<file path="src/rtl/core/wpma_div.sv">
module wpma_div #(
  parameter int NUM_W = 23,
  parameter int DEN_W = 7
) (
  input  logic                    clk,
  input  logic                    rst,
  input  logic                    start,
  input  logic signed [NUM_W-1:0] numer,
  input  logic [DEN_W-1:0]        denom,
  output logic                    done,
  output logic signed [NUM_W-1:0] quotient
);

  localparam int STEP_W = $clog2(NUM_W + 1);

  logic              busy;
  logic [STEP_W-1:0] steps;
  logic [DEN_W-1:0]  den;
  logic [DEN_W-1:0]  rem;
  logic [NUM_W-1:0]  quo;
  logic              neg;
  logic [DEN_W:0]    trial;
  logic              fits;

  // restoring division of the magnitude, one quotient bit a cycle
  assign trial = {rem, quo[NUM_W-1]};
  assign fits  = trial >= {1'b0, den};

  always_ff @(posedge clk) begin
    if (rst) begin
      busy <= 1'b0;
      done <= 1'b0;
    end else begin
      done <= 1'b0;
      if (start) begin
        busy <= 1'b1;
      end else if (busy && steps == STEP_W'(1)) begin
        busy <= 1'b0;
        done <= 1'b1;
      end
    end
  end

  always_ff @(posedge clk) begin
    if (start) begin
      steps <= STEP_W'(NUM_W);
      den   <= denom;
      rem   <= '0;
      neg   <= numer[NUM_W-1];
      quo   <= numer[NUM_W-1] ? NUM_W'(-numer) : NUM_W'(numer);
    end else if (busy) begin
      steps <= steps - STEP_W'(1);
      if (fits) begin
        rem <= DEN_W'(trial - {1'b0, den});
        quo <= {quo[NUM_W-2:0], 1'b1};
      end else begin
        rem <= trial[DEN_W-1:0];
        quo <= {quo[NUM_W-2:0], 1'b0};
      end
    end
  end

  // truncation toward zero: negate the magnitude quotient
  assign quotient = neg ? -$signed(quo) : $signed(quo);

endmodule

</file>
<file path="config.mk">
export PLATFORM = sky130hd
export DESIGN_NAME = wpma_div
export DESIGN_NICKNAME = d
export VERILOG_FILES = /design/src/rtl/core/wpma_div.sv
export SDC_FILE = /design/constraint.sdc
export NUM_CORES = 1
export LEC_CHECK = 0
export BUFFER_PORTS_ARGS = -buffer_cell sky130_fd_sc_hd__buf_4
export CAP_MARGIN = 20
export CORE_ASPECT_RATIO = 1.75
export CORE_UTILIZATION = 50
export CTS_CLUSTER_SIZE = 14
export DETAILED_ROUTE_END_ITERATION = 8
export PLACE_DENSITY = 0.71
export SYNTH_ARGS = -nofsm -noshare
export SYNTH_HDL_FRONTEND = slang
export SYNTH_SLANG_ARGS = --single-unit
</file>
<file path="constraint.sdc">
create_clock -name clk -period 3 [get_ports clk]
set_input_delay 0.15 -clock clk [delete_from_list [all_inputs] [get_ports clk]]
set_output_delay 0.15 -clock clk [all_outputs]
set_load 0.05 [all_outputs]
</file>
### Word level (Yosys, flattened, before mapping)

Index checks and enable logic that the tools add are counted.

* order comparisons: 1
* multiplexer cells: 9
* equal/unequal tests: 1
* shift operators: 0
* bitwise logic cells: 0
* add/subtract/negate cells: 4
* div/mod/pow operators: 0
* reduce and logical (&&, ||, !) cells: 4
* multipliers: 0

Operators by type and width (number)
* two-way mux 23 bit: 4
* negation 23 bit: 2
* greater-or-equal comparator 8 x 7 -> 1 bit: 1
* two-way mux 7 bit: 1
* subtractor 7 bit: 1
* == test 5 x 1 -> 1 bit (second input constant): 1
* subtractor 5 x 1 -> 5 bit (second input constant): 1
* two-way mux 1 bit: 4
* nonzero test 2 bit: 2
* OR reduction 2 bit: 1
* logical AND 1 bit: 1

* bits in writable memories: 0
* bits in latches: 0
* ROM bits: 0
* memories kept: 0
* output and inout port bits: 24
* word-level logic and storage cells: 26
* register bits: 45

### Depth between registers and ports, before layout

* word-level depth: 4
* depth in mapped cells: 9

### Worst setup path before layout

OpenSTA, ideal clock, no wires.

* path type: register -> output
* start point: register quo[11]
* end point: output quotient[20]
* stages on the path, launching flop included: 6
* path slack: 0.523 ns
* arrival: 2.327 ns
* path buffers: 1
* data required time: 2.850 ns
* cells stage by stage: edfxtp_1 -> or4_1 -> or3_1 -> clkbuf_1 -> o41ai_1 -> xnor2_1

* word-level cells in the longest chain between the ends: 2

Ends and longest elaborated chain
* start, declared: RTL line 20 `logic [NUM_W-1:0] quo;`
* start signal, assigned: RTL line 50 `quo <= numer[NUM_W-1] ? NUM_W'(-numer) : NUM_W'(numer);`
* start signal, assigned: RTL line 55 `quo <= {quo[NUM_W-2:0], 1'b1};`
* start signal, assigned: RTL line 58 `quo <= {quo[NUM_W-2:0], 1'b0};`
* negation 23 bit: RTL line 64 `assign quotient = neg ? -$signed(quo) : $signed(quo);`
* two-way mux 23 bit: RTL line 64
* end, declared: RTL line 11 `output logic signed [NUM_W-1:0] quotient`

No other way between the ends.

### Worst setup path in the final report

* start point: register quo[11]
* end point: output quotient[22]

Same word-level chain as after synthesis.

==> flow_metrics.tcl <==
set metrics [dict create \
    placed_area_sq_um 3760 \
    min_path_cells 1 \
    postSynthAreaPerCell_sq_um 8.80 \
    period_share_pct 92.5 \
    synth-seq-cells 45 \
    dp_hpwl_mm 5.78 \
    drc 0 \
    synth_compound_area_share_pct 19.1 \
    grt_pass1_vias 2751 \
    synthesis.nets 421 \
    rows 38 \
    power_frac_comb_pct 35.5 \
    r2r_start "quo[22]$_DFFE_PP_" \
    seqPwrFrac_pct 41.8 \
    power_per_cell_area_nw_per_um2 491 \
    antenna_found_initial 0 \
    die_y_um 110 \
    worstMarginPinSlew_ps 685 \
    regToRegEndpoint "rem[1]$_SDFFE_PP0P_" \
    synthMuxAreaShare_pct 0.605 \
    gp_congestion 0.881 \
    numCtsBuffers 5 \
    synthAdderAreaFrac_pct 4.76 \
    reg2regPathDepth 7 \
    switching_share_pct 37.2 \
    path_delay_family "simple AND/OR/NAND/NOR gates" \
    min_from "denom[6]" \
    finalSetupTns_ps 0 \
    synth_edf_count 31 \
    cpPeakStageDelay_ps 570 \
    dpl.cell_count 491 \
    p_clk_share_pct 22.7 \
    crit_arrival_ps 2630 \
    relSlewSlack_pct 54.4 \
    final_common_cell "buf_4" \
    netlist_area_sq_um 3310 \
    cts_root_buf "clkbuf_8" \
    drtIter0Drc 216 \
    detail-route-antenna-nets 0 \
    postCtsSetupBuffers 0 \
    synth_xor_xnor_area_share_pct 10.3 \
    grt_max_degree 46 \
    layout_common_cells "buf_4 (61), nor2_1 (34), edfxtp_1 (31)" \
    min_path_type "input port to register" \
    io_pins 57 \
    path_buf_inv 1 \
    r2r_slack_ps 540 \
    ys_warn_count 0 \
    ir_drop_uv 214 \
    internal_power_mw 1.20 \
    worstSetupStartpointType "register" \
    clkLatencyLatePin_ps 300 \
    n_fill_cell 598 \
    drive_gt1_share_pct 19.0 \
    min_period_ps 2780 \
    final_nets 464 \
    grt-ovfl-total 0 \
    synthCells 376 \
    die_x_um 63.5 \
    final.setup_skew_ps 3.50 \
    die_area_sq_um 6960 \
    cts_tree "yes" \
    grt_pass1_wl_mm 12.8 \
    grt_setup_unrepaired "false" \
    synth_top_family_by_area "simple AND/OR/NAND/NOR gates" \
    synth_cell_types 50 \
    start_util_pct 52.7 \
    cts.sinks 45 \
    hold_viol_final 0 \
    core_area_sq_um 6280 \
    worstHoldEndpoint "den[6]$_DFFE_PP_" \
    worstSetupPathType "register to output port" \
    fin_cells 500 \
    finalMaxSlewViolations 0 \
    h-tree-depth 2 \
    post-route-cell-area_sq_um 3880 \
    hold_slack_ps 22.2 \
    drt-wirelength-per-cell_um 15.5 \
    cp-end-kind "output port" \
    max_freq_mhz 360 \
    report.final.setup_viol 0 \
    synthSimpleGateAreaFrac_pct 22.6 \
    cts.path.max_buffers 2 \
    n_antenna_cell 0 \
    dr.pass1.iters 6 \
    crit_chain "or4_1 -> or3_1 -> o41ai_1 -> xnor2_1 -> buf_4" \
    vias 2951 \
    wl_mm 7.74 \
    switchingPower_uw 707 \
    cp_max_fo 8 \
    status "completed" \
    viasPerCell 5.90 \
    p_leak_nw 1.49 \
    grtUsageTotal_pct 23.5 \
    ys_seq_area_share_pct 36.6 \
    ys_dominant_reg_cell "edfxtp_1" \
    clk_pin_slew_ps 90 \
    async_flop_share_pct 0 \
    critPathRequiredTime_ps 2850 \
    areaGrowthSynthToFinish_pct 17.2 \
    cap_viol_max_count 0 \
    critical-path-slowest-cell "or4_1" \
    io_buffers 56 \
]
power groups by stage:
stage               clock network, mW  registers [mW]  logic, mW
global placement                    0           0.806      0.665
finish                          0.432           0.795      0.675
global route                    0.464           0.805      0.728
floorplan                           0           0.783      0.488
detailed placement                  0           0.808      0.674
CTS                             0.442           0.794      0.678
stage by stage:
step / utilization (%) / power [mW] / worst slack (ps)
finish: 61.8 / 1.90 / 224
global route: 61.8 / 2.00 / 79.6
CTS: 61.8 / 1.91 / 214
detailed placement: 59.9 / 1.48 / 565
global placement: 59.9 / 1.47 / 601
floorplan: - / 1.27 / 523
what timing repair did:
item                                   in CTS  in global routing
resized for setup                           0                  0
hold buffers                                1                  0
endpoints found under the hold margin       1                  0
layout make-up:
| class | instances | area [sq um] | area share [%] |
|---|---|---|---|
| repair buffers | 62 | 468 | 12.1 |
| clock inverters | 1 | 8.76 | 0.226 |
| flip-flops and latches | 45 | 1210 | 31.2 |
| well taps | 80 | 100 | 2.58 |
| clock buffers | 7 | 98.8 | 2.55 |
| inverters | 24 | 90.1 | 2.32 |
| multi-input cells | 281 | 1900 | 49.0 |
cells in the mapped netlist, drive strengths merged (3+ instances only):
| cell | count | area [sq um] |
|---|---|---|
| nor2 | 34 | 128 |
| edfxtp | 31 | 931 |
| xnor2 | 27 | 236 |
| inv | 24 | 90.1 |
| a21oi | 20 | 100 |
| clkbuf | 19 | 71.3 |
| nand2 | 16 | 60.1 |
| dfxtp | 14 | 280 |
| o21ai | 13 | 65.1 |
| o31ai | 13 | 97.6 |
| nand3 | 12 | 60.1 |
| xor2 | 12 | 105 |
| ha | 11 | 138 |
| nand2b | 11 | 68.8 |
| or4 | 11 | 82.6 |
| o41ai | 9 | 78.8 |
| a31oi | 7 | 43.8 |
| buf | 7 | 35.0 |
| nand4 | 7 | 43.8 |
| nor2b | 7 | 43.8 |
| or3 | 7 | 43.8 |
| nor3b | 6 | 45.0 |
| or2 | 6 | 37.5 |
| nor3 | 5 | 25.0 |
| a211oi | 4 | 30.0 |
| a41oi | 4 | 35.0 |
| o2111ai | 4 | 35.0 |
| a21o | 3 | 22.5 |
| nand3b | 3 | 22.5 |
| o21bai | 3 | 22.5 |
| or4b | 3 | 30.0 |
state kept, by name, summed over array words and instances (netlist names):
name / cells
busy: 1
den: 7
done: 1
neg: 1
quo: 23
rem: 7
steps: 5
routing by layer:
layer	global-route usage [%]	vias to the layer above	part of all wire, %	wire, um
li1	-	1470	-	-
met1	26.6	1403	40	3120
met2	43.6	62	54	4210
met3	3.53	16	2.6	204
met4	9.25	0	2.6	199
met5	0	-	0	0
logic make-up after synthesis:
logic type | Yosys count
simple gates | 136
compound gates | 92
buf+inv | 50
flops | 45
xor+xnor | 39
fa+ha+maj | 12
mux | 2
worst max path at each step:
stage,startpoint,to,slack (ps),cells past startpoint
floorplan,quo[11]$_DFFE_PP_,quotient[20],520,5
global placement,quo[11]$_DFFE_PP_,quotient[22],600,5
detailed placement,quo[11]$_DFFE_PP_,quotient[22],560,5
CTS,quo[11]$_DFFE_PP_,quotient[22],210,5
global route,quo[11]$_DFFE_PP_,quotient[22],80,5
finish,quo[11]$_DFFE_PP_,quotient[22],220,5
(Power assumes the default switching activity.)
